### src/sv/y2p_pkg.sv
// ----------------------------------------------------------------------------
// y2p_pkg
// Shared widths, register codes and the stage record of the YUYV to planar
// YUV 4:2:0 converter.
// ----------------------------------------------------------------------------
package y2p_pkg;

    // Field widths.
    localparam int PIX_W     = 8;
    localparam int LUMA_AW   = 20;
    localparam int CHROMA_AW = 21;
    localparam int CIDX_W    = 18;
    localparam int CFG_DW    = 11;
    localparam int CFG_IW    = 2;
    localparam int PLANE_W   = CHROMA_AW + 2;

    // Configuration register indexes.
    localparam logic [CFG_IW-1:0] REG_FRAME_WIDTH  = 2'd0;
    localparam logic [CFG_IW-1:0] REG_FRAME_HEIGHT = 2'd1;
    localparam logic [CFG_IW-1:0] REG_SWAP_CHROMA  = 2'd2;

    // Register values after reset.
    localparam logic [CFG_DW-1:0] RST_FRAME_WIDTH  = 11'd640;
    localparam logic [CFG_DW-1:0] RST_FRAME_HEIGHT = 11'd480;

    typedef logic [PIX_W-1:0]     t_pix;
    typedef logic [LUMA_AW-1:0]   t_luma_addr;
    typedef logic [CHROMA_AW-1:0] t_chroma_addr;
    typedef logic [CIDX_W-1:0]    t_cidx;
    typedef logic [PLANE_W-1:0]   t_plane;
    typedef logic [CFG_DW-1:0]    t_cfg_data;
    typedef logic [CFG_IW-1:0]    t_cfg_index;

    // One item after the input register, handed to the result stage.
    typedef struct packed {
        t_luma_addr luma_addr;
        t_pix       luma_left;
        t_pix       luma_right;
        t_pix       blue;
        t_pix       red;
        logic       odd_row;
        logic       swap;
        logic       frame_end;
        t_cidx      cidx;
        t_plane     plane;
    } t_stage_a;

endpackage

### src/sv/y2p_ifs.sv


// Output channel: addressed luma and chroma writes for one macropixel.
interface y2p_out_if;
    logic                  valid;
    logic                  ready;
    y2p_pkg::t_luma_addr   luma_address;
    y2p_pkg::t_pix         luma_left_value;
    y2p_pkg::t_pix         luma_right_value;
    logic                  chroma_valid;
    y2p_pkg::t_chroma_addr blue_address;
    y2p_pkg::t_chroma_addr red_address;
    y2p_pkg::t_pix         blue_average;
    y2p_pkg::t_pix         red_average;
    logic                  frame_end;

    modport source (output valid, luma_address, luma_left_value, luma_right_value,
                           chroma_valid, blue_address, red_address, blue_average,
                           red_average, frame_end,
                    input ready);
    modport sink   (input valid, luma_address, luma_left_value, luma_right_value,
                          chroma_valid, blue_address, red_address, blue_average,
                          red_average, frame_end,
                    output ready);
endinterface


### src/sv/y2p_out.sv
// ----------------------------------------------------------------------------
// y2p_out
// Result stage: chroma averaging, plane address generation and the output
// register.
// ----------------------------------------------------------------------------
module y2p_out (
    input  logic              i_clk,
    input  logic              i_rst_n,
    input  logic              i_a_valid,
    input  y2p_pkg::t_stage_a i_a,
    input  logic [15:0]       i_rdata,
    output logic              o_take,
    y2p_out_if.source         o_res
);

    logic r_valid;

    y2p_pkg::t_luma_addr   r_luma_addr;
    y2p_pkg::t_pix         r_luma_left;
    y2p_pkg::t_pix         r_luma_right;
    logic                  r_chroma_valid;
    y2p_pkg::t_chroma_addr r_blue_addr;
    y2p_pkg::t_chroma_addr r_red_addr;
    y2p_pkg::t_pix         r_blue_avg;
    y2p_pkg::t_pix         r_red_avg;
    logic                  r_frame_end;

    logic [y2p_pkg::PIX_W:0] blue_sum;
    logic [y2p_pkg::PIX_W:0] red_sum;
    y2p_pkg::t_chroma_addr   first_addr;
    y2p_pkg::t_chroma_addr   second_addr;
    y2p_pkg::t_chroma_addr   n_blue_addr;
    y2p_pkg::t_chroma_addr   n_red_addr;
    y2p_pkg::t_pix           n_blue_avg;
    y2p_pkg::t_pix           n_red_avg;

    assign o_take = !r_valid || o_res.ready;

    // Averages with the row above and addresses in the two chroma planes.
    always_comb begin
        blue_sum    = {1'b0, i_rdata[15:8]} + {1'b0, i_a.blue};
        red_sum     = {1'b0, i_rdata[7:0]} + {1'b0, i_a.red};
        first_addr  = y2p_pkg::t_chroma_addr'(i_a.plane
                      + y2p_pkg::t_plane'(i_a.cidx));
        second_addr = y2p_pkg::t_chroma_addr'(i_a.plane + (i_a.plane >> 2)
                      + y2p_pkg::t_plane'(i_a.cidx));
        n_blue_avg  = '0;
        n_red_avg   = '0;
        n_blue_addr = '0;
        n_red_addr  = '0;
        if (i_a.odd_row) begin
            n_blue_avg  = blue_sum[y2p_pkg::PIX_W:1];
            n_red_avg   = red_sum[y2p_pkg::PIX_W:1];
            n_blue_addr = i_a.swap ? second_addr : first_addr;
            n_red_addr  = i_a.swap ? first_addr : second_addr;
        end
    end

    // Output register valid.
    always_ff @(posedge i_clk) begin
        if (!i_rst_n) begin
            r_valid <= 1'b0;
        end else if (o_take) begin
            r_valid <= i_a_valid;
        end
    end

    // Output register payload.
    always_ff @(posedge i_clk) begin
        if (o_take && i_a_valid) begin
            r_luma_addr    <= i_a.luma_addr;
            r_luma_left    <= i_a.luma_left;
            r_luma_right   <= i_a.luma_right;
            r_chroma_valid <= i_a.odd_row;
            r_blue_addr    <= n_blue_addr;
            r_red_addr     <= n_red_addr;
            r_blue_avg     <= n_blue_avg;
            r_red_avg      <= n_red_avg;
            r_frame_end    <= i_a.frame_end;
        end
    end

    assign o_res.valid            = r_valid;
    assign o_res.luma_address     = r_luma_addr;
    assign o_res.luma_left_value  = r_luma_left;
    assign o_res.luma_right_value = r_luma_right;
    assign o_res.chroma_valid     = r_chroma_valid;
    assign o_res.blue_address     = r_blue_addr;
    assign o_res.red_address      = r_red_addr;
    assign o_res.blue_average     = r_blue_avg;
    assign o_res.red_average      = r_red_avg;
    assign o_res.frame_end        = r_frame_end;

endmodule
### src/flat_wrapper.sv
// flat-port wrapper written by rule: the top's interface ports become plain ports
module y2p_out_flat 
  (i_clk, i_rst_n, i_a_valid, i_a, i_rdata, o_take, o_res_valid, o_res_luma_address, o_res_luma_left_value, o_res_luma_right_value, o_res_chroma_valid, o_res_blue_address, o_res_red_address, o_res_blue_average, o_res_red_average, o_res_frame_end, o_res_ready);
  y2p_out_if o_res_i ();
  input  logic i_clk;
  input  logic i_rst_n;
  input  logic i_a_valid;
  input  y2p_pkg::t_stage_a i_a;
  input  logic [15:0] i_rdata;
  output logic o_take;
  output wire logic [$bits(o_res_i.valid)-1:0] o_res_valid;
  output wire logic [$bits(o_res_i.luma_address)-1:0] o_res_luma_address;
  output wire logic [$bits(o_res_i.luma_left_value)-1:0] o_res_luma_left_value;
  output wire logic [$bits(o_res_i.luma_right_value)-1:0] o_res_luma_right_value;
  output wire logic [$bits(o_res_i.chroma_valid)-1:0] o_res_chroma_valid;
  output wire logic [$bits(o_res_i.blue_address)-1:0] o_res_blue_address;
  output wire logic [$bits(o_res_i.red_address)-1:0] o_res_red_address;
  output wire logic [$bits(o_res_i.blue_average)-1:0] o_res_blue_average;
  output wire logic [$bits(o_res_i.red_average)-1:0] o_res_red_average;
  output wire logic [$bits(o_res_i.frame_end)-1:0] o_res_frame_end;
  input wire logic [$bits(o_res_i.ready)-1:0] o_res_ready;
  assign o_res_valid = o_res_i.valid;
  assign o_res_luma_address = o_res_i.luma_address;
  assign o_res_luma_left_value = o_res_i.luma_left_value;
  assign o_res_luma_right_value = o_res_i.luma_right_value;
  assign o_res_chroma_valid = o_res_i.chroma_valid;
  assign o_res_blue_address = o_res_i.blue_address;
  assign o_res_red_address = o_res_i.red_address;
  assign o_res_blue_average = o_res_i.blue_average;
  assign o_res_red_average = o_res_i.red_average;
  assign o_res_frame_end = o_res_i.frame_end;
  assign o_res_i.ready = o_res_ready;
  y2p_out u_core (.i_clk(i_clk), .i_rst_n(i_rst_n), .i_a_valid(i_a_valid), .i_a(i_a), .i_rdata(i_rdata), .o_take(o_take), .o_res(o_res_i));
endmodule
### config.mk
export PLATFORM = sky130hd
export DESIGN_NAME = y2p_out_flat
export DESIGN_NICKNAME = d
export VERILOG_FILES = /design/src/sv/y2p_pkg.sv /design/src/sv/y2p_ifs.sv /design/src/sv/y2p_out.sv /design/src/flat_wrapper.sv
export SDC_FILE = /design/constraint.sdc
export NUM_CORES = 1
export LEC_CHECK = 0
export BUFFER_PORTS_ARGS = -buffer_cell sky130_fd_sc_hd__buf_2
export CORE_ASPECT_RATIO = 0.5
export CORE_MARGIN = 2
export CORE_UTILIZATION = 24
export DETAILED_ROUTE_END_ITERATION = 8
export PLACE_DENSITY = 0.54
export RECOVER_POWER = 100
export REMOVE_ABC_BUFFERS = 1
export SETUP_SLACK_MARGIN = 0.05
export SYNTH_ARGS = -nofsm -noshare
export SYNTH_HDL_FRONTEND = slang
export SYNTH_SLANG_ARGS = --single-unit
export TNS_END_PERCENT = 20
### constraint.sdc
create_clock -name i_clk -period 9.8 [get_ports i_clk]
set_input_delay 1.47 -clock i_clk [delete_from_list [all_inputs] [get_ports i_clk]]
set_output_delay 1.47 -clock i_clk [all_outputs]
set_load 0.005 [all_outputs]
Yosys cells after proc, flatten, opt, wreduce, memory -nomap -nowiden
Cells that the tools add are included.
{"block": "word_totals", "register_bits": 97, "input_bits": 116, "out_inout_bits": 98}
{"block": "classes", "add_sub_neg": 5, "mux": 2, "n_reduce_logical": 3}
{"operator": "adder 21 x 18 -> 21 bit", "n": 2}
{"operator": "two-way mux 21 bit", "n": 2}
{"operator": "adder 21 bit", "n": 1}
{"operator": "adder 8 x 8 -> 9 bit", "n": 2}
{"operator": "logical AND 1 bit", "n": 1}
{"operator": "zero test 1 bit", "n": 1}
{"operator": "logical OR 1 bit", "n": 1}

Logic depth before layout (Yosys ltp)
{"block": "depth", "word_depth": 3, "ltp_mapped": 13, "mapped_depth_nobuf": 13}

Worst setup path after synthesis
OpenSTA, ideal clock, no wires.
{"block": "synth_path", "path_kind": "input port to flip-flop", "from": "in o_res_ready", "to": "reg u_core.r_blue_addr[0], in the netlist u_core.o_res.blue_address[0] (enable)", "setup_time_ps": 466, "t_arrival_ps": 3853, "slack_ps": 5481, "stages": 2, "path_buffers": 0, "cell_sequence": "nand2b_1 and2_1"}
{"block": "synth_via", "elab_chain_cells": 2}
{"item": "from (decl)", "line": "flat_wrapper.sv:21", "rtl": "input wire logic [$bits(o_res_i.ready)-1:0] o_res_ready;"}
{"item": "logical OR 1 bit", "line": "y2p_out.sv:37", "rtl": "assign o_take = !r_valid || o_res.ready;"}
{"item": "logical AND 1 bit", "line": "y2p_out.sv:70", "rtl": "if (o_take && i_a_valid) begin"}
{"item": "to (signal assigned)", "line": "y2p_out.sv:75", "rtl": "r_blue_addr <= n_blue_addr;"}
{"item": "to (decl)", "line": "y2p_out.sv:22", "rtl": "y2p_pkg::t_chroma_addr r_blue_addr;"}
Every way passes these cells.
A chain may end at the register's enable or synchronous reset.

Final worst setup path
{"block": "layout_path", "from": "in o_res_ready", "to": "reg u_core.r_blue_addr[4], in the netlist u_core.o_res.blue_address[4] (enable)"}
Same word-level chain as after synthesis.

==> metrics.txt <==
status=complete, but fails checks; failing checks=max-capacitance violations, max-slew violations; WHS Endpoint=u_core.o_res.valid$_SDFFE_PN0N_; Post-Synth XOR/XNOR Area=0.0397; Final WS setup=between 3 and 4 ns; Setup crit start kind=input pin; Leak=0.00329 uW; vias in the first global route=5543; Fillers=between 2000 and 3000; buffer and inverter count on the worst path=2; CP Class=in -> reg; Rows=42; hold_sp=u_core.o_res.valid$_SDFFE_PN0N_; CTS Buf Count=9; skew final=0.00908 ns; GRT overflow=0; Die Wd=239 um; Routed Antenna Nets=0; CP max stage delay=2.18 ns; Die Ht=121 um; drt initial violations=385; switching share of power=0.333; WL/cell=approximately 17 um; Final Setup Violations=0; Worst R2R Start=u_core.o_res.valid$_SDFFE_PN0N_; Worst-Skew Late Latency=between 0.3 and 0.4 ns; commonest cells in the netlist=96 x edfxtp_1, 53 x ha_1, 47 x nor2_1; CP arrival=5.95 ns; setup slack, reg-to-reg=about 4.7 ns; critical path startpoint=o_res_ready; area leader, netlist=edfxtp_1; sequential power share=0.407; CTS clk-pin slew, worst paths=0.07 ns; Int Pwr=852 uW; Final Cycle Share=0.617; via count=5652; post-synth cell types=66; Worst Path Max Fanout=51; synth top area cells=edfxtp_1 44%, ha_1 10%, fa_1 6.7%, a21oi_1 3.3%, xnor2_1 2.8%; Total Routing Usage GR=0.137; R2R Path End=u_core.o_res.blue_address[4]$_SDFFCE_PN0P_; relative slew slack=-1.01; synthesized instance count=~610; Max Buffers Root-to-Sink=2; simple-gate share of the synthesized area=0.121; Die Footprint=around 29000 um^2; RSZ-0062 raised after global routing=no; Layout area overhead=23.9%; initial antenna violation count=2; # clock sinks=97; Vias/cell=4.83; DR pass1 iterations=5; Fin. Hold Viols=0; Comb pwr share=0.334; Worst Hold Class=reg -> reg; Ports=214; delay-heaviest family, CP=simple AND/OR/NAND/NOR gates; Mean Syn Cell Area=10.9 um^2; multiplexer share of the synthesized area=0.0215; Yosys top cell area share=0.435; first-pass GRT wire length=30500 um; Max Slew Vio Count=153; PnR Total Power=around 1300 uW; Final Critical Period=6.04 ns; FF+latch count, synth=97; Core Region=26800 um^2; clock power share=0.260; Psw=425 uW; layout cells sized above 1=0.203; power density cells=156 nW/um^2; Worst R2R Path Depth=3; GPL Wtd Cong=0.920; postcts setup bufs=0; Synth Cell Area=6620 um^2; worst-case vdd ir drop=0.0733 mV; largest net degree at the start of global routing=54; Crit-path slowest cell=and2_0; Data required, critical path=9.70 ns; hold depth=2; Reg area=2900 um^2; Post-synth top flop=edfxtp_1; synth warn=0; port buffer count=213; final WL=20300 um; max cap viols=3; Adder-Cell Fraction of Synth Area=0.167; Gates resized, CTS repair=0; count leader, synth=edfxtp_1; Slew @ Worst Pin=3.02 ns; Initial Util=0.247; crit-path cells=buf_2 > nand2b_1 > and2_0 > clkbuf_1; f_max=165 MHz; H-tree depth=3; NumNets Final=about 1000; Root Buffer=clkbuf_16; Compound-Gate Fraction of Synth Area=0.176; sequential share of the synthesized area=0.438; DRC errors left=0; CTS tree=built; Async SR Flop Fraction=0; area occupied by multi-input gates=3450 um^2; dpl hpwl=16500 um; largest family of logic cells by synthesized area=compound AO/OA/AOI/OAI gates; pre-CTS WS=5.31 ns; Area after DPL=8060 um^2; TNS Setup=0 ns; Critical Path End Type=flop; design area=around 8200 um^2; number of flops mapped to enable cells by yosys=96; Hold-fix buffers, CTS=0
==> registers in the layout (all words and copies together), names as in the netlist <==
signal and cells:
u_core.o_res.chroma_valid 1, u_core.o_res.red_average 8, u_core.o_res.blue_address 21, u_core.o_res.red_address 21, u_core.o_res.valid 1, u_core.o_res.blue_average 8
u_core.o_res.frame_end 1, u_core.o_res.luma_left_value 8, u_core.o_res.luma_right_value 8, u_core.o_res.luma_address 20
==> worst register-to-register path, delay by kind of cell (launching register included) <==
kind	cells	cell delay, ns
AND/OR/NAND/NOR	2	2.29
flip-flops	1	0.32
buffers and inverters	1	2.06
==> final cells by class <==
type / count / area share
repair buffers: 216 / 0.120
clock buffers: 9 / 0.0274
multi-input cells: 448 / 0.421
diodes: 2 / 0.000610
clock inverters: 7 / 0.00640
well taps: 352 / 0.0537
inverters: 39 / 0.0178
flip-flops and latches: 97 / 0.354
==> per-layer routing <==
metal,global-route usage,part of all wire
met2,0.246,0.52
met3,0.0168,0.030
met1,0.172,0.44
met5,0,0
met4,0.0453,0.018
==> placed cells by master (no fill, tap or decap), types with 4 or more instances in the layout <==
cell and instances:
a211oi_1 11, a21boi_0 5, a21o_1 13, a21oi_1 44, a221o_1 4, a41oi_1 5
and3_1 7, buf_2 134, clkbuf_1 81, clkbuf_16 9, edfxtp_1 96, fa_1 22
ha_1 53, inv_1 39, mux2i_1 12, nand2_1 23, nand2b_1 4, nand3_1 24
nand4_1 5, nor2_1 47, nor2b_1 7, nor3_1 13, nor4_1 8, o21a_1 6
o21ai_0 33, o221ai_1 9, o22ai_1 6, or3_1 10, xnor2_1 21, xor2_1 9
==> power groups by stage <==
stage                     clock, uW  sequential, uW  combinational (uW)
after floorplan                   0             533                 268
after global placement            0             526                 428
after detailed placement          0             526                 434
after CTS                       345             517                 437
after global routing            359             524                 472
final                           332             520                 426
==> stage by stage <==
stage / cells / hold WS [ns] / utilization
global route: 1170 / 0.596 / 0.306
detailed placement: 1152 / 0.541 / 0.301
floorplan: 584 / 0.537 / -
finish: 1170 / 0.554 / 0.306
CTS: 1168 / 0.551 / 0.311
global placement: 1152 / 0.514 / 0.301
==> how the worst max path moves through the flow <==
| stage | end | slack (ns) | cells after the start |
|---|---|---|---|
| final | u_core.o_res.blue_address[4]$_SDFFCE_PN0P_ | 3.76 | 4 |
| after detailed placement | u_core.o_res.red_address[19]$_SDFFCE_PN0P_ | 5.31 | 12 |
| after floorplan | u_core.o_res.blue_address[0]$_SDFFCE_PN0P_ | 5.48 | 2 |
| after CTS | u_core.o_res.red_address[19]$_SDFFCE_PN0P_ | 5.71 | 12 |
| after global routing | u_core.o_res.blue_address[4]$_SDFFCE_PN0P_ | 3.21 | 4 |
| after global placement | u_core.o_res.red_address[19]$_SDFFCE_PN0P_ | 5.36 | 12 |
==> cell families after synthesis <==
family | after synthesis
buffers and inverters | 63
AOI/OAI and AO/OA | 170
muxes | 14
xor gates and xnor gates | 30
DFF | 97
and+or+nand+nor | 159
adders and majority gates | 75
(Power assumes the default switching activity.)
