## src/sv/y2p_pkg.sv

```systemverilog
// ----------------------------------------------------------------------------
// y2p_pkg
// Shared widths, register codes and the stage record of the YUYV to planar
// YUV 4:2:0 converter.
// ----------------------------------------------------------------------------
package y2p_pkg;

    // Field widths.
    localparam int PIX_W     = 8;
    localparam int LUMA_AW   = 20;
    localparam int CHROMA_AW = 21;
    localparam int CIDX_W    = 18;
    localparam int CFG_DW    = 11;
    localparam int CFG_IW    = 2;
    localparam int PLANE_W   = CHROMA_AW + 2;

    // Configuration register indexes.
    localparam logic [CFG_IW-1:0] REG_FRAME_WIDTH  = 2'd0;
    localparam logic [CFG_IW-1:0] REG_FRAME_HEIGHT = 2'd1;
    localparam logic [CFG_IW-1:0] REG_SWAP_CHROMA  = 2'd2;

    // Register values after reset.
    localparam logic [CFG_DW-1:0] RST_FRAME_WIDTH  = 11'd640;
    localparam logic [CFG_DW-1:0] RST_FRAME_HEIGHT = 11'd480;

    typedef logic [PIX_W-1:0]     t_pix;
    typedef logic [LUMA_AW-1:0]   t_luma_addr;
    typedef logic [CHROMA_AW-1:0] t_chroma_addr;
    typedef logic [CIDX_W-1:0]    t_cidx;
    typedef logic [PLANE_W-1:0]   t_plane;
    typedef logic [CFG_DW-1:0]    t_cfg_data;
    typedef logic [CFG_IW-1:0]    t_cfg_index;

    // One item after the input register, handed to the result stage.
    typedef struct packed {
        t_luma_addr luma_addr;
        t_pix       luma_left;
        t_pix       luma_right;
        t_pix       blue;
        t_pix       red;
        logic       odd_row;
        logic       swap;
        logic       frame_end;
        t_cidx      cidx;
        t_plane     plane;
    } t_stage_a;

endpackage

```

## src/sv/y2p_ifs.sv

```systemverilog
// ----------------------------------------------------------------------------
// y2p channel interfaces
// Valid/ready channels for input macropixels, result items and register
// writes.
// ----------------------------------------------------------------------------

// Input channel: one packed YUYV macropixel per item.
interface y2p_in_if;
    logic          valid;
    logic          ready;
    y2p_pkg::t_pix luma_left;
    y2p_pkg::t_pix chroma_blue;
    y2p_pkg::t_pix luma_right;
    y2p_pkg::t_pix chroma_red;

    modport source (output valid, luma_left, chroma_blue, luma_right, chroma_red,
                    input ready);
    modport sink   (input valid, luma_left, chroma_blue, luma_right, chroma_red,
                    output ready);
endinterface


// Configuration write channel.
interface y2p_cfg_if;
    logic                valid;
    logic                ready;
    y2p_pkg::t_cfg_index index;
    y2p_pkg::t_cfg_data  data;

    modport source (output valid, index, data, input ready);
    modport sink   (input valid, index, data, output ready);
endinterface

```

## src/sv/y2p_ctrl.sv

```systemverilog
// ----------------------------------------------------------------------------
// y2p_ctrl
// Configuration registers, raster counters, input register and line buffer
// access for each accepted macropixel.
// ----------------------------------------------------------------------------
module y2p_ctrl #(
    parameter int MAX_WIDTH  = 1024,
    parameter int MAX_HEIGHT = 1024,
    parameter int DEPTH      = MAX_WIDTH / 2,
    parameter int AW         = $clog2(DEPTH)
) (
    input  logic              i_clk,
    input  logic              i_rst_n,
    y2p_cfg_if.sink           i_cfg,
    y2p_in_if.sink            i_pix,
    input  logic              i_take,
    output logic              o_a_valid,
    output y2p_pkg::t_stage_a o_a,
    output logic              o_mem_we,
    output logic              o_mem_re,
    output logic [AW-1:0]     o_mem_addr,
    output logic [15:0]       o_mem_wdata
);

    localparam int WW        = $clog2(MAX_WIDTH + 1);
    localparam int HW        = $clog2(MAX_HEIGHT + 1);
    localparam int RW        = $clog2(MAX_HEIGHT);
    localparam int EWW       = (WW > y2p_pkg::CFG_DW) ? WW : y2p_pkg::CFG_DW;
    localparam int EHW       = (HW > y2p_pkg::CFG_DW) ? HW : y2p_pkg::CFG_DW;
    localparam int MAXW_EVEN = (MAX_WIDTH / 2) * 2;
    localparam int MAXH_EVEN = (MAX_HEIGHT / 2) * 2;

    // Configuration registers.
    y2p_pkg::t_cfg_data r_cfg_width;
    y2p_pkg::t_cfg_data r_cfg_height;
    logic               r_cfg_swap;

    // Raster state.
    logic [AW-1:0]       r_col;
    logic [AW-1:0]       n_col;
    logic [RW-1:0]       r_row;
    logic [RW-1:0]       n_row;
    y2p_pkg::t_luma_addr r_luma;
    y2p_pkg::t_luma_addr n_luma;
    y2p_pkg::t_cidx      r_cidx;
    y2p_pkg::t_cidx      n_cidx;
    logic                frame_end;

    // Input register.
    logic              r_a_valid;
    y2p_pkg::t_stage_a r_a;

    logic            accept;
    logic [EWW-1:0]  w_even;
    logic [EHW-1:0]  h_even;
    logic [EWW-1:0]  w_clamp;
    logic [EHW-1:0]  h_clamp;
    logic [WW-1:0]   w_eff;
    logic [HW-1:0]   h_eff;
    logic [WW-1:0]   half;
    logic [WW-1:0]   col_inc;
    logic [HW-1:0]   row_inc;
    logic [WW+HW-1:0] plane;

    assign i_cfg.ready = 1'b1;
    assign i_pix.ready = !r_a_valid || i_take;
    assign accept      = i_pix.valid && i_pix.ready;

    // Register writes; indexes past the list are ignored.
    always_ff @(posedge i_clk) begin
        if (!i_rst_n) begin
            r_cfg_width  <= y2p_pkg::RST_FRAME_WIDTH;
            r_cfg_height <= y2p_pkg::RST_FRAME_HEIGHT;
            r_cfg_swap   <= 1'b0;
        end else if (i_cfg.valid) begin
            case (i_cfg.index)
                y2p_pkg::REG_FRAME_WIDTH:  r_cfg_width  <= i_cfg.data;
                y2p_pkg::REG_FRAME_HEIGHT: r_cfg_height <= i_cfg.data;
                y2p_pkg::REG_SWAP_CHROMA:  r_cfg_swap   <= i_cfg.data[0];
                default: ;
            endcase
        end
    end

    // Effective frame size: even, at least 2, at most the even maximum.
    always_comb begin
        w_even = EWW'(r_cfg_width) & ~EWW'(1);
        h_even = EHW'(r_cfg_height) & ~EHW'(1);
        if (w_even < EWW'(2)) begin
            w_clamp = EWW'(2);
        end else if (w_even > EWW'(MAXW_EVEN)) begin
            w_clamp = EWW'(MAXW_EVEN);
        end else begin
            w_clamp = w_even;
        end
        if (h_even < EHW'(2)) begin
            h_clamp = EHW'(2);
        end else if (h_even > EHW'(MAXH_EVEN)) begin
            h_clamp = EHW'(MAXH_EVEN);
        end else begin
            h_clamp = h_even;
        end
        w_eff = WW'(w_clamp);
        h_eff = HW'(h_clamp);
        half  = w_eff >> 1;
        plane = (WW+HW)'(w_eff) * (WW+HW)'(h_eff);
    end

    // Next raster position after the current item.
    always_comb begin
        col_inc   = WW'(r_col) + WW'(1);
        row_inc   = HW'(r_row) + HW'(1);
        n_luma    = r_luma + y2p_pkg::t_luma_addr'(2);
        n_cidx    = r_row[0] ? r_cidx + y2p_pkg::t_cidx'(1) : r_cidx;
        n_col     = AW'(col_inc);
        n_row     = r_row;
        frame_end = 1'b0;
        if (col_inc >= half) begin
            n_col = '0;
            if (row_inc >= h_eff) begin
                frame_end = 1'b1;
                n_row     = '0;
                n_luma    = '0;
                n_cidx    = '0;
            end else begin
                n_row = RW'(row_inc);
            end
        end
    end

    // Counters and input register.
    always_ff @(posedge i_clk) begin
        if (!i_rst_n) begin
            r_col     <= '0;
            r_row     <= '0;
            r_luma    <= '0;
            r_cidx    <= '0;
            r_a_valid <= 1'b0;
        end else begin
            if (accept) begin
                r_col     <= n_col;
                r_row     <= n_row;
                r_luma    <= n_luma;
                r_cidx    <= n_cidx;
                r_a_valid <= 1'b1;
            end else if (i_take) begin
                r_a_valid <= 1'b0;
            end
        end
    end

    // Payload of the input register; no reset needed.
    always_ff @(posedge i_clk) begin
        if (accept) begin
            r_a.luma_addr  <= r_luma;
            r_a.luma_left  <= i_pix.luma_left;
            r_a.luma_right <= i_pix.luma_right;
            r_a.blue       <= i_pix.chroma_blue;
            r_a.red        <= i_pix.chroma_red;
            r_a.odd_row    <= r_row[0];
            r_a.swap       <= r_cfg_swap;
            r_a.frame_end  <= frame_end;
            r_a.cidx       <= r_cidx;
            r_a.plane      <= y2p_pkg::t_plane'(plane);
        end
    end

    // One line buffer access per item: write on even rows, read on odd rows.
    assign o_mem_we    = accept && !r_row[0];
    assign o_mem_re    = accept && r_row[0];
    assign o_mem_addr  = r_col;
    assign o_mem_wdata = {i_pix.chroma_blue, i_pix.chroma_red};

    assign o_a_valid = r_a_valid;
    assign o_a       = r_a;

endmodule

```

## src/flat_wrapper.sv

```systemverilog
// flat-port wrapper written by rule: the top's interface ports become plain ports
module y2p_ctrl_flat 
#(
    parameter int MAX_WIDTH  = 1024,
    parameter int MAX_HEIGHT = 1024,
    parameter int DEPTH      = MAX_WIDTH / 2,
    parameter int AW         = $clog2(DEPTH)
)
  (i_clk, i_rst_n, i_take, o_a_valid, o_a, o_mem_we, o_mem_re, o_mem_addr, o_mem_wdata, i_cfg_valid, i_cfg_index, i_cfg_data, i_cfg_ready, i_pix_valid, i_pix_luma_left, i_pix_chroma_blue, i_pix_luma_right, i_pix_chroma_red, i_pix_ready);
  y2p_cfg_if i_cfg_i ();
  y2p_in_if i_pix_i ();
  input  logic i_clk;
  input  logic i_rst_n;
  input  logic i_take;
  output logic o_a_valid;
  output y2p_pkg::t_stage_a o_a;
  output logic o_mem_we;
  output logic o_mem_re;
  output logic [AW-1:0] o_mem_addr;
  output logic [15:0] o_mem_wdata;
  input wire logic [$bits(i_cfg_i.valid)-1:0] i_cfg_valid;
  input wire logic [$bits(i_cfg_i.index)-1:0] i_cfg_index;
  input wire logic [$bits(i_cfg_i.data)-1:0] i_cfg_data;
  output wire logic [$bits(i_cfg_i.ready)-1:0] i_cfg_ready;
  input wire logic [$bits(i_pix_i.valid)-1:0] i_pix_valid;
  input wire logic [$bits(i_pix_i.luma_left)-1:0] i_pix_luma_left;
  input wire logic [$bits(i_pix_i.chroma_blue)-1:0] i_pix_chroma_blue;
  input wire logic [$bits(i_pix_i.luma_right)-1:0] i_pix_luma_right;
  input wire logic [$bits(i_pix_i.chroma_red)-1:0] i_pix_chroma_red;
  output wire logic [$bits(i_pix_i.ready)-1:0] i_pix_ready;
  assign i_cfg_i.valid = i_cfg_valid;
  assign i_cfg_i.index = i_cfg_index;
  assign i_cfg_i.data = i_cfg_data;
  assign i_cfg_ready = i_cfg_i.ready;
  assign i_pix_i.valid = i_pix_valid;
  assign i_pix_i.luma_left = i_pix_luma_left;
  assign i_pix_i.chroma_blue = i_pix_chroma_blue;
  assign i_pix_i.luma_right = i_pix_luma_right;
  assign i_pix_i.chroma_red = i_pix_chroma_red;
  assign i_pix_ready = i_pix_i.ready;
  y2p_ctrl #(.MAX_WIDTH(MAX_WIDTH), .MAX_HEIGHT(MAX_HEIGHT), .DEPTH(DEPTH), .AW(AW)) u_core (.i_clk(i_clk), .i_rst_n(i_rst_n), .i_cfg(i_cfg_i), .i_pix(i_pix_i), .i_take(i_take), .o_a_valid(o_a_valid), .o_a(o_a), .o_mem_we(o_mem_we), .o_mem_re(o_mem_re), .o_mem_addr(o_mem_addr), .o_mem_wdata(o_mem_wdata));
endmodule
```

## config.mk

```make
export PLATFORM = sky130hd
export DESIGN_NAME = y2p_ctrl_flat
export DESIGN_NICKNAME = d
export VERILOG_FILES = /design/src/sv/y2p_pkg.sv /design/src/sv/y2p_ifs.sv /design/src/sv/y2p_ctrl.sv /design/src/flat_wrapper.sv
export SDC_FILE = /design/constraint.sdc
export NUM_CORES = 1
export LEC_CHECK = 0
export ABC_AREA = 0
export BUFFER_PORTS_ARGS = -buffer_cell sky130_fd_sc_hd__buf_2
export CORE_UTILIZATION = 52
export DETAILED_ROUTE_END_ITERATION = 10
export GPL_TIMING_DRIVEN = 0
export HOLD_SLACK_MARGIN = 0.1
export PLACE_DENSITY = 0.9
export SYNTH_ARGS = -nofsm -noshare
export SYNTH_HDL_FRONTEND = slang
export SYNTH_SLANG_ARGS = --single-unit
```

## constraint.sdc

```tcl
create_clock -name i_clk -period 4.9 [get_ports i_clk]
set_clock_uncertainty 0.15 [all_clocks]
set_input_delay 0.49 -clock i_clk [delete_from_list [all_inputs] [get_ports i_clk]]
set_output_delay 0.49 -clock i_clk [all_outputs]
set_load 0.1 [all_outputs]
```

=== Word level (Yosys, flattened, before mapping) ===
Index checks and enable logic that the tools add are counted.
Widths: inputs -> output; s select.

* Add/subtract/negate cells: 4
* Multipliers: 1
* $lt $le $gt $ge: 6
* Equality and inequality tests: 2
* Mux-type cells: 14
* Reductions and logical operators: 12

{| class="wikitable"
|+ Operators with widths
! operator !! count
|-
| $mux 18 || 3
|-
| $mux 11 || 4
|-
| $mux 20 || 2
|-
| $gt 11x11->1 const B || 2
|-
| $lt 11x2->1 const B || 2
|-
| $mul 11x11->22 || 1
|-
| $add 20x2->20 const B || 1
|-
| $add 18x1->18 const B || 1
|-
| $add 10x1->11 const B || 1
|-
| $ge 11x10->1 || 1
|-
| $ge 11x11->1 || 1
|-
| $add 9x1->10 const B || 1
|-
| $mux 10 || 1
|-
| $mux 9 || 1
|-
| $reduce_and 2->1 || 4
|-
| $logic_and 1x1->1 || 3
|-
| $mux 1 || 3
|-
| $eq 2x1->1 const B || 1
|-
| $eq 2x2->1 const B || 1
|-
| $logic_not 1->1 || 2
|-
| $logic_not 2->1 || 1
|-
| $reduce_bool 2->1 || 1
|-
| $logic_or 1x1->1 || 1
|}

* Register bits: 176
* Input bits: 50
* Output and inout bits: 126
* Logic and storage cells: 57

=== Logic depth before layout (Yosys ltp) ===
Gate-level depths: netlist (run 1).

* Depth after elaboration: 6
* Mapped depth: 21
* Depth with buffers taken out: 20

=== Worst setup path before layout (run 1) ===
No wires, ideal clock.

* Path kind: reg2reg
* Start point: register u_core.r_cfg_width[2]
* End point: register u_core.r_a (netlist bit u_core.o_a[20]) (data pin)
* Library setup time: 0.258 ns
* Data arrival time: 4.952 ns
* Data required time: 4.492 ns
* Path slack: -0.460 ns
* Stages on the path, launching flop included: 22
* Buffers on the path: 1
* Period minus slack after synthesis: 5.360 ns
* Cells stage by stage: dfxtp_1 > nor4_1 > a21oi_1 > or2_2 > clkbuf_1 > inv_1 > nand2_1 > fa_1 > inv_1 > fa_1 > ha_1 > fa_1 > inv_1 > fa_1 > inv_1 > ha_1 > nand3_1 > o211ai_1 > a311oi_1 > o41ai_1 > a21oi_1 > xnor2_1

* Longest elaborated chain between the ends: 4
* Elaborated cells between the ends (all ways): 5
* Those cells by class: 1 x mul; 2 x order compare; 2 x mux

{| class="wikitable"
|+ Ends and longest elaborated chain
! what !! line !! source
|-
| start: declaration || y2p_ctrl.sv:34 || <nowiki>y2p_pkg::t_cfg_data r_cfg_width;</nowiki>
|-
| start signal: assignment || y2p_ctrl.sv:72 || <nowiki>r_cfg_width <= y2p_pkg::RST_FRAME_WIDTH;</nowiki>
|-
| start signal: assignment || y2p_ctrl.sv:77 || <nowiki>y2p_pkg::REG_FRAME_WIDTH: r_cfg_width <= i_cfg.data;</nowiki>
|-
| $gt 11x11->1 || y2p_ctrl.sv:91 || <nowiki>end else if (w_even > EWW'(MAXW_EVEN)) begin</nowiki>
|-
| $mux 11 || y2p_ctrl.sv:91 ||
|-
| $mux 11 (*) || y2p_ctrl.sv:89 || <nowiki>if (w_even < EWW'(2)) begin</nowiki>
|-
| $mul 11x11->22 (*) || y2p_ctrl.sv:106 || <nowiki>plane = (WW+HW)'(w_eff) * (WW+HW)'(h_eff);</nowiki>
|-
| named net u_core.plane[20] || y2p_ctrl.sv:63 || <nowiki>logic [WW+HW-1:0] plane;</nowiki>
|-
| end: declaration || y2p_ctrl.sv:51 || <nowiki>y2p_pkg::t_stage_a r_a;</nowiki>
|}

Mark *: on every way through the listed nets, which the timed path passes. The rest lies on a longest branch.
A chain may end at the register's enable or synchronous reset.

=== Worst setup path in the final report (run 1) ===
* Start point: register u_core.r_cfg_width[7]
* End point: register u_core.r_a (netlist bit u_core.o_a[20]) (data pin)

The elaborated chain is that of the path after synthesis.

==> qor.txt, run 1 <==
Outcome: finished with violations
Finished Core Util: 0.683
Register clock-pin slew on the reported worst setup and hold paths: 80 ps
Initial Utilization: 0.532
Layout cells sized above 1: 0.283
Vias: 8465
Critical path type: reg2reg
Placer Congestion: 0.900
WHS: 142 ps
Area post-placement: 0.0118 mm²
Clock buffer depth: 2
Register bit total from synthesis: 170
First-pass GRT wire length: 40600 µm
Clk Latency, worst-skew pair: 440 ps
Die area: 0.0205 mm²
Yosys warnings: 0
FP Rows: 51
Grt ovf: 0
Largest net degree at the start of global routing: 62
Failing checks: setup timing
DR iter-0 viols: 711
Async SR Flop Fraction: 0
Final Hold Vio Count: 0
Clk sink count: 170
Hold EP: u_core.r_cfg_width[10]
Max Clock Freq: 182 MHz
Vias in the first global route: 8497
Largest cells by area after synthesis: edfxtp_1 (27%), dfxtp_1 (15%), fa_1 (12%)
Worst Path Required: 4940 ps
# port buffers: 170
Max-cap viol count: 0
EDFF count, synth: 92
Top-area cell type share of the netlist area: 0.267
Ant. Diodes: 0
Hold Path Class: in2reg
Crit Path Max Fanout: 5
Mean post-synth cell area: 10.2 µm²
Area grow syn2layout: 28.5%
Clk Tree Root Cell: clkbuf_16
Worst setup EP type: flip-flop
Final ANT Viol Nets: 0
Sw Pwr: 1.68 mW
Leakage: 6.03 nW
Power, Total: 4.33 mW
Fin crit share: 1.12
Gate Count Post-Synth: 1017
Largest area contributor in the netlist: edfxtp_1
Setup repair after global routing missed its margin: true
Min Tclk post-route: 5500 ps
Drt first pass iters: 6
Setup ws final: -601 ps
Worst path bufs/invs: 6
Setup TNS Final: -4600 ps
CTS tree: done
Fin. max-slew vios: 0
Critical path depth: 22
Register area share after synthesis: 0.418
Pre-CTS WS: -863 ps
Crit path arrival time: 5550 ps
Hold-critical path depth: 3
Internal: 2.65 mW
Die width: 143 µm
Worst reg2reg startpoint: u_core.r_cfg_width[7]
Flop-to-flop setup slack: -600 ps
Cells on worst reg2reg path: 22
Flop pwr share: 0.374
Final wirelength: 25800 µm
Post-route cell area: 0.0133 mm²
Clock network fraction of design power: 0.324
Dpl cells: 1456
Tot GR Track Use: 0.257
Power per cell area: 326 mW/mm²
Library cells used by synthesis: 60
Setup Viol. Count Final: 12
CP Launch Type: flip-flop
DP HPWL: 17000 µm
Die H: 143 µm
Drt wl/cell: 16.7 µm
I/O pins: 176
Worst-Margin Slew: 618 ps
Synthesized area: 0.0103 mm²
Relative slew slack: 0.588
Min-delay src: i_cfg_data[10]
Max VDD drop: 260 µV
Crit path largest cell delay: 530 ps
H-tree Lvls: 4
FF-to-FF End: u_core.o_a[20]
Cts bufs inserted: 17
Initial antenna violation count: 0
Core Region: 0.0195 mm²
CP Cell Sequence: nor4_4 > a21oi_2 > or2_4 > buf_12 > clkinv_8 > nand2_4 > fa_2 > inv_2 > fa_1 > ha_4 > fa_1 > inv_2 > fa_1 > inv_2 > ha_4 > nand3_2 > o211ai_1 > buf_4 > a311oi_4 > o41ai_2 > a21oi_1 > xnor2_1
Detailed-route DRC error count: 0
Comb pwr share: 0.303
Sw frac: 0.388
Top cell family by delay on the critical path: adder cells
Most common flop cell mapped by yosys: edfxtp_1
Final non-filler cell total: 1551
Nets: 1471
Via/cell ratio: 5.46
Slowest cell on crit path: fa_1
==> synthesized netlist by cell type, drive strengths merged, types with 6 or more instances <==
| library cell | n |
|---|---|
| clkbuf | 15 |
| nand3 | 48 |
| nor3 | 6 |
| or4 | 6 |
| a21o | 9 |
| nor2b | 19 |
| nand4 | 9 |
| inv | 104 |
| nand2 | 111 |
| xnor2 | 32 |
| a21oi | 39 |
| ha | 85 |
| and3 | 12 |
| o21ai | 14 |
| o22ai | 8 |
| mux2i | 12 |
| dfxtp | 78 |
| xor2 | 35 |
| fa | 63 |
| nor2 | 130 |
| edfxtp | 92 |
| buf | 31 |
==> cell families after synthesis <==
family                     synth area share
buffers and inverters                0.0677
AOI/OAI and AO/OA                    0.0603
and+or+nand+nor                       0.160
other                              0.000726
DFF                                   0.418
muxes                                0.0116
adders and majority gates             0.225
xor gates and xnor gates             0.0567
==> area by class of cell <==
cell class / count / area (µm²)
clock buffers: 17 / 425
repair buffers: 235 / 1470
inverters: 109 / 447
clock inverters: 15 / 211
well taps: 265 / 332
plain buffers: 45 / 313
multi-input cells: 695 / 5760
flip-flops and latches: 170 / 4330
fillers: 1307 / 6170
==> how the worst max path moves through the flow <==
| stage | startpoint | endpoint | slack [ps] |
|---|---|---|---|
| 5_1_grt | u_core.r_cfg_width[7] | u_core.o_a[21] | -810 |
| 3_5_place_dp | u_core.r_cfg_width[9] | u_core.o_a[20] | -860 |
| 4_1_cts | u_core.r_cfg_width[7] | u_core.o_a[20] | -440 |
| 2_1_floorplan | u_core.r_cfg_width[9] | u_core.o_a[20] | -110 |
| 3_3_place_gp | u_core.r_cfg_width[9] | u_core.o_a[20] | -580 |
| 6_report | u_core.r_cfg_width[7] | u_core.o_a[20] | -600 |
==> flip-flops by register name, summed over array words and instances (netlist names) <==
signal               flops
u_core.o_mem_addr        9
u_core.r_cidx           18
u_core.r_cfg_width      10
u_core.r_luma           19
u_core.r_row            10
u_core.r_cfg_height     10
u_core.r_cfg_swap        1
u_core.o_a_valid         1
u_core.o_a              92
==> timing repair <==
item	CTS	global route
endpoints found under the setup margin	12	12
pin swaps	25	31
gates resized for setup	37	28
buffers inserted	24	8
hold buffers	32	0
endpoints found under the hold margin	32	0
==> layer usage <==
metal	wire length, µm	vias up	GRT usage
met1	9730	4022	0.297
met2	12800	437	0.442
met4	1350	0	0.158
li1	-	3888	-
met3	1990	118	0.0480
met5	0	-	0
==> power groups by stage <==
stage / Combinational [mW] / Clock, mW / Sequential, mW
3_3_place_gp: 1.17 / 0 / 1.65
3_5_place_dp: 1.19 / 0 / 1.65
4_1_cts: 1.27 / 1.42 / 1.62
6_report: 1.31 / 1.40 / 1.62
5_1_grt: 1.39 / 1.48 / 1.63
2_1_floorplan: 0.528 / 0 / 2.11
==> cells in the final DEF (no fill, tap or decap), drive strengths merged, types with 19 or more instances in the layout <==
cell	Yosys	layout
nand3	48	48
inv	104	105
edfxtp	92	92
nor2	130	130
xnor2	32	32
nand2	111	111
nor2b	19	19
fa	63	63
ha	85	85
clkbuf	15	31
buf	31	234
xor2	35	35
dfxtp	78	78
a21oi	39	39
dlygate4sd3	0	32
==> tightest hold or removal path: cells and delay by family <==
family	cells	cell delay, ps
AOI/OAI and AO/OA	1	50
and+or+nand+nor	1	70
buffers and inverters	1	90
No activity file was read; power rests on OpenSTA's default activity.
==> run 2: changes to the inputs <==
- PLACE_DENSITY: 0.9 -> 0.78
==> run 2 against run 1 <==
- the run still ends with setup timing left
- worst setup slack better by 350 ps
- register-to-register slack better by 350 ps
- sequential share of layout area fell by 0.47 points
- final cell count up 0.71%
- sequential power hardly changed
- utilization grew 1.0 points
- critical endpoint is now u_core.o_a[21]
==> qor.txt, run 2 (synthesized netlist as in run 1, its figures left out) <==
Outcome: finished with violations (unchanged)
Failing checks: setup timing (unchanged)
Drt first pass iters: 5 (was 6)
FP Rows: 51 (unchanged)
CTS tree: done (unchanged)
# port buffers: 170 (unchanged)
Leakage: 6.12 nW (was 6.03 nW)
Met2 WL: 12300 µm (was 12800 µm)
Max Clock Freq: 194 MHz (was 182 MHz)
Worst Path Required: 4940 ps (about the same)
Hold Path Class: in2reg (unchanged)
Setup ws final: -252 ps (was -601 ps)
Min-delay src: i_cfg_data[8] (was i_cfg_data[10])
Layout cells sized above 1: 0.303 (was 0.283)
Nets: 1482 (was 1471)
Finished Core Util: 0.693 (was 0.683)
Cts bufs inserted: 17 (unchanged)
Die area: 0.0205 mm² (unchanged)
Crit Path Max Fanout: 6 (was 5)
Die H: 143 µm (unchanged)
DR iter-0 viols: 455 (was 711)
Uppermost layer routed: met4 (unchanged)
Min Tclk post-route: 5150 ps (was 5500 ps)
Tot GR Track Use: 0.238 (was 0.257)
Fin. max-slew vios: 0 (unchanged)
Max reg flops: 92 (unchanged)
Vias in the first global route: 7944 (was 8497)
Fin crit share: 1.05 (was 1.12)
Hold EP: u_core.r_cfg_height[8] (was u_core.r_cfg_width[10])
Detailed-route DRC error count: 0 (unchanged)
Fill cell count: 1443 (was 1307)
Drt wl/cell: 15.5 µm (was 16.7 µm)
Max-cap viol count: 0 (unchanged)
CP Launch Type: flip-flop (unchanged)
Cells on worst reg2reg path: 19 (was 22)
H-tree Lvls: 4 (unchanged)
DP HPWL: 16500 µm (was 17000 µm)
Clk Tree Root Cell: clkbuf_16 (unchanged)
Met3 wire len: 1580 µm (was 1990 µm)
First-pass GRT wire length: 37900 µm (was 40600 µm)
Setup Viol. Count Final: 8 (was 12)
Final wirelength: 24200 µm (was 25800 µm)
Footprint of the multi-input gates: 0.00585 mm² (was 0.00576 mm²)
Max VDD drop: 218 µV (was 260 µV)
Power per cell area: 325 mW/mm² (was 326 mW/mm²)
Clk sink count: 170 (unchanged)
Core Region: 0.0195 mm² (unchanged)
Initial antenna violation count: 0 (unchanged)
Placer Congestion: 0.875 (was 0.900)
Hold-critical path depth: 3 (unchanged)
Clk Latency, worst-skew pair: 430 ps (was 440 ps)
Vias: 8192 (was 8465)
Worst reg2reg startpoint: u_core.r_cfg_width[10] (was u_core.r_cfg_width[7])
Power, Total: 4.39 mW (was 4.33 mW)
Die width: 143 µm (unchanged)
Final ANT Viol Nets: 0 (unchanged)
Commonest non-fill, non-tap cell in the layout: buf_2 (unchanged)
Largest net degree at the start of global routing: 62 (unchanged)
Relative slew slack: 0.415 (was 0.588)
FF/Latch Area: 0.00434 mm² (was 0.00433 mm²)
Setup repair after global routing missed its margin: true (unchanged)
Clock buffer depth: 2 (unchanged)
Via/cell ratio: 5.24 (was 5.46)
Leading cell types in the layout, fill and taps excluded: buf_2 (176), nor2_1 (117), nand2_1 (106), edfxtp_1 (92), inv_1 (88) (was buf_2 (174), nor2_1 (119), nand2_1 (109), edfxtp_1 (92), inv_1 (89))
Ant. Diodes: 0 (unchanged)
Worst-Margin Slew: 878 ps (was 618 ps)
I/O pins: 176 (unchanged)
Flop-to-flop setup slack: -250 ps (was -600 ps)
FF-to-FF End: u_core.o_a[21] (was u_core.o_a[20])
Worst setup EP type: flip-flop (unchanged)
Metal1 wirelength: 9750 µm (was 9730 µm)
Final Hold Vio Count: 0 (unchanged)
Critical path type: reg2reg (unchanged)
Crit path arrival time: 5190 ps (was 5550 ps)
Register clock-pin slew on the reported worst setup and hold paths: 80 ps (about the same)
Area grow syn2layout: 30.4% (was 28.5%)
Grt ovf: 0 (unchanged)
Initial Utilization: 0.532 (unchanged)
-- run 2: cell count changes in the layout (fill, tap and decap cells not counted), moves of 3 or more --
cell / change
nand2_1: -3
clkinv_2: -4
buf_4: +7
clkinvlp_4: -3
ha_1: -3
nand2_2: +4
clkinv_4: +4
ha_4: +3
a21oi_1: -3
-- run 2: final cells by class --
type                       instances  area share
clock inverter                    15      0.0155
sequential                       170       0.321
buffer                            45      0.0249
clock buffer                      17      0.0315
inverter                         109      0.0332
timing repair buffer             246       0.115
tap                              265      0.0246
multi-input combinational        695       0.434
-- run 2: where the power goes --
group	switching (mW)	internal [mW]	total, mW
registers	0.0263	1.59	1.62
logic	0.982	0.393	1.37
clock network	0.688	0.707	1.40
-- run 2: worst max path at each step --
stage | slack (ps) | end | start | cells after the start
after floorplan | -110 | u_core.o_a[20] | u_core.r_cfg_width[9] | 21
after global placement | -600 | u_core.o_a[20] | u_core.r_cfg_width[9] | 21
after detailed placement | -610 | u_core.o_a[20] | u_core.r_cfg_height[2] | 18
after CTS | -280 | u_core.o_a[20] | u_core.r_cfg_width[2] | 18
after global routing | -420 | u_core.o_a[20] | u_core.r_cfg_height[10] | 18
final | -250 | u_core.o_a[21] | u_core.r_cfg_width[10] | 19
-- run 2: through the flow --
stage | area [µm²] | instances | worst slack, ps | TNS (ps) | hold WS, ps
final | 13500 | 1562 | -252 | -1310 | 128
after global routing | 13500 | 1562 | -424 | -2710 | 134
after CTS | 13300 | 1554 | -278 | -1220 | 102
after detailed placement | 11800 | 1456 | -606 | -2860 | 276
after global placement | 11800 | 1455 | -600 | -2540 | 267
after floorplan | 10600 | 1020 | -106 | -106 | 258
-- run 2: what timing repair did --
item | 4_1_cts | 5_1_grt
gates resized for setup | 73 | 29
endpoints found under the setup margin | 10 | 12
pin swaps | 52 | 20
endpoints found under the hold margin | 31 | 1
buffers inserted | 35 | 7
hold buffers | 31 | 1
cloned | 1 | 0
-- run 2: layer usage --
layer  global-route usage  up-vias
met4               0.0798        0
met3               0.0456       55
li1                     -     3912
met5                    0        -
met2                0.421      304
met1                0.291     3921
-- run 2: worst max-delay path, cell delays in order (launching register included) --
cell,delay [ps]
dfxtp_4,390
clkbuf_16,180
nor2b_4,200
nand2_2,80
fa_1,550
inv_1,60
fa_1,540
fa_1,440
fa_1,530
inv_1,50
fa_1,380
inv_2,80
ha_4,220
a21oi_4,200
buf_4,160
o2111ai_4,130
a31oi_4,230
o31ai_4,80
a21oi_2,160
xnor2_1,80
==> run 3: changes to the inputs <==
- RECOVER_POWER: unset -> 100
- clock period: 4.9 -> 4.4 ns (I/O delays scaled with it)
==> run 3 against run 2 <==
- the flow finishes with violations (capacitance limit, slew limit, setup timing)
- sequential share of layout area rose by 0.11 points
- power rose by 10%
- largest power group unchanged
- fmax fell by 1.2%
- utilization fell by 0.15 points
==> qor.txt, run 3 (synthesized netlist as in run 1, its figures left out) <==
Slowest cell on crit path: fa_1 (unchanged)
Placer Congestion: 0.877 (was 0.875)
H-tree Lvls: 4 (unchanged)
Ant. Diodes: 0 (unchanged)
Max reg flops: 92 (unchanged)
Initial antenna violation count: 0 (unchanged)
Power, Total: 4.84 mW (was 4.39 mW)
Crit path arrival time: 5250 ps (was 5190 ps)
Crit Path Max Fanout: 6 (unchanged)
Register clock-pin slew on the reported worst setup and hold paths: 80 ps (about the same)
Fin crit share: 1.18 (was 1.05)
Min Tclk post-route: 5210 ps (was 5150 ps)
Worst-Margin Slew: 3070 ps (was 878 ps)
Worst Path Required: 4430 ps (was 4940 ps)
Die area: 0.0205 mm² (unchanged)
Worst reg2reg startpoint: u_core.r_cfg_width[10] (unchanged)
Finished Core Util: 0.692 (was 0.693)
Tot GR Track Use: 0.230 (was 0.238)
Vias in the first global route: 7697 (was 7944)
Relative slew slack: -1.05 (was 0.415)
CTS tree: done (unchanged)
Layout cells sized above 1: 0.208 (was 0.303)
Top cell family by delay on the critical path: adder cells (unchanged)
DR iter-0 viols: 478 (was 455)
Failing checks: capacitance limit, slew limit, setup timing (was setup timing)
Leakage: 5.78 nW (was 6.12 nW)
Setup ws final: -813 ps (was -252 ps)
Flop-to-flop setup slack: -810 ps (was -250 ps)
Leading cell types in the layout, fill and taps excluded: clkbuf_1 (147), nor2_1 (117), nand2_1 (106), edfxtp_1 (92), inv_1 (87) (was buf_2 (176), nor2_1 (117), nand2_1 (106), edfxtp_1 (92), inv_1 (88))
Worst setup EP type: flip-flop (unchanged)
Post-route cell area: 0.0135 mm² (about the same)
First-pass GRT wire length: 36400 µm (was 37900 µm)
Vias: 8109 (was 8192)
Final Hold Vio Count: 0 (unchanged)
Area grow syn2layout: 30.1% (was 30.4%)
Grt ovf: 0 (unchanged)
FF-to-FF End: u_core.o_a[20] (was u_core.o_a[21])
Drt wl/cell: 14.9 µm (was 15.5 µm)
Critical path origin: u_core.r_cfg_width[10] (unchanged)
Fill cell count: 1468 (was 1443)
Clk Tree Root Cell: clkbuf_16 (unchanged)
Detailed-route DRC error count: 0 (unchanged)
Commonest non-fill, non-tap cell in the layout: clkbuf_1 (was buf_2)
Setup Viol. Count Final: 14 (was 8)
Max Clock Freq: 192 MHz (was 194 MHz)
Hold Path Class: in2reg (unchanged)
Setup repair after global routing missed its margin: true (unchanged)
Max VDD drop: 249 µV (was 218 µV)
Cts bufs inserted: 17 (unchanged)
Outcome: finished with violations (unchanged)
Critical path type: reg2reg (unchanged)
Critical path depth: 17 (was 19)
DP HPWL: 16500 µm (about the same)
Setup crit end: u_core.o_a[20] (was u_core.o_a[21])
Area post-placement: 0.0119 mm² (was 0.0118 mm²)
Crit path largest cell delay: 550 ps (about the same)
I/O pins: 176 (unchanged)
Clock buffer depth: 2 (unchanged)
Fin. max-slew vios: 53 (was 0)
CP Launch Type: flip-flop (unchanged)
Via/cell ratio: 5.14 (was 5.24)
Initial Utilization: 0.532 (unchanged)
Worst path bufs/invs: 4 (was 5)
FP Rows: 51 (unchanged)
Clk Latency, worst-skew pair: 430 ps (about the same)
Nets: 1497 (was 1482)
Max-cap viol count: 1 (was 0)
Cells on worst reg2reg path: 17 (was 19)
Final ANT Viol Nets: 0 (unchanged)
CP Cell Sequence: clkbuf_16 > nor2b_4 > nand2_2 > fa_1 > inv_1 > fa_1 > inv_1 > fa_1 > fa_1 > fa_1 > inv_2 > ha_4 > and3_4 > a311oi_2 > o41ai_2 > a21oi_1 > xnor2_1 (was clkbuf_16 > nor2b_4 > nand2_2 > fa_1 > inv_1 > fa_1 > fa_1 > fa_1 > inv_1 > fa_1 > inv_2 > ha_4 > a21oi_4 > buf_4 > o2111ai_4 > a31oi_4 > o31ai_4 > a21oi_2 > xnor2_1)
Core Region: 0.0195 mm² (unchanged)
Drt first pass iters: 6 (was 5)
Final wirelength: 23600 µm (was 24200 µm)
Cell mode on critical path: fa_1 (unchanged)
Largest net degree at the start of global routing: 53 (was 62)
Die H: 143 µm (unchanged)
Power per cell area: 360 mW/mm² (was 325 mW/mm²)
Die width: 143 µm (unchanged)
Clk sink count: 170 (unchanged)
# port buffers: 170 (unchanged)
==> run 3: cell types whose count changed in the layout (fill, tap and decap cells not counted), moves of 3 or more <==
| cell | before | now |
|---|---|---|
| fa_2 | 1 | 4 |
| buf_2 | 176 | 37 |
| inv_4 | 2 | 8 |
| dlygate4sd3_1 | 32 | 38 |
| clkbuf_1 | 9 | 147 |
| clkinv_4 | 7 | 4 |
| buf_4 | 55 | 64 |
| fa_1 | 62 | 59 |
==> run 3: worst register-to-register path, cell delays in order, from the launching register on <==
cell and delay [ps]:
dfxtp_4 390, clkbuf_16 180, nor2b_4 210, nand2_2 100, fa_1 550, inv_1 60, fa_1 490, inv_1 60
fa_1 550, fa_1 430, fa_1 530, inv_2 60, ha_4 280, and3_4 220, a311oi_2 120, o41ai_2 320
a21oi_1 130, xnor2_1 140
==> run 3: power breakdown <==
group	total (mW)	switching (mW)	internal, mW
Combinational	1.49	1.08	0.409
Sequential	1.81	0.0337	1.77
Clock	1.55	0.758	0.788
Total	4.84	1.87	2.97
==> run 3: worst min path at each step <==
stage	from	end	slack, ps	cells after the start
3_5_place_dp	u_core.r_cfg_swap	u_core.o_a[42]	270	0
2_1_floorplan	u_core.r_cfg_swap	u_core.o_a[42]	260	0
6_report	i_cfg_data[1]	u_core.r_cfg_width[1]	120	3
3_3_place_gp	u_core.r_cfg_swap	u_core.o_a[42]	270	0
5_1_grt	i_cfg_data[10]	u_core.r_cfg_height[10]	110	3
4_1_cts	i_cfg_data[10]	u_core.r_cfg_height[10]	100	3
==> run 3: per-stage QoR <==
step                      hold WS (ps)  setup WS (ps)  cells  setup TNS, ps
final                              118           -813   1577          -7150
after global routing               110           -970   1577         -17390
after CTS                          103           -768   1558          -7030
after detailed placement           274          -1190   1456          -9090
after global placement             268          -1110   1455          -7840
after floorplan                    258           -603   1020          -3470
==> run 3: layout make-up <==
cell class / instances / area [µm²] / share of cell area
Multi-Input combinational cell: 695 / 5890 / 0.437
Sequential cell: 170 / 4340 / 0.322
Timing Repair Buffer: 261 / 1500 / 0.111
Inverter: 109 / 443 / 0.0329
Clock buffer: 17 / 425 / 0.0316
Tap cell: 265 / 332 / 0.0246
Buffer: 45 / 330 / 0.0245
Clock inverter: 15 / 214 / 0.0159
==> run 3: timing repair <==
action                                  in CTS  in global routing
pin swaps                                   36                 27
resized for setup                           51                 42
endpoints found under the setup margin      13                 14
hold buffers                                38                  0
buffers inserted                            32                 19
hold endpoints to repair                    40                  0
gates cloned                                 1                  0
==> run 3: routing by layer <==
metal,vias to the layer above,wire [µm],GRT usage
li1,3948,-,-
met1,3884,9750,0.284
met2,238,11900,0.403
met3,39,1370,0.0469
met4,0,505,0.0730
met5,-,0,0
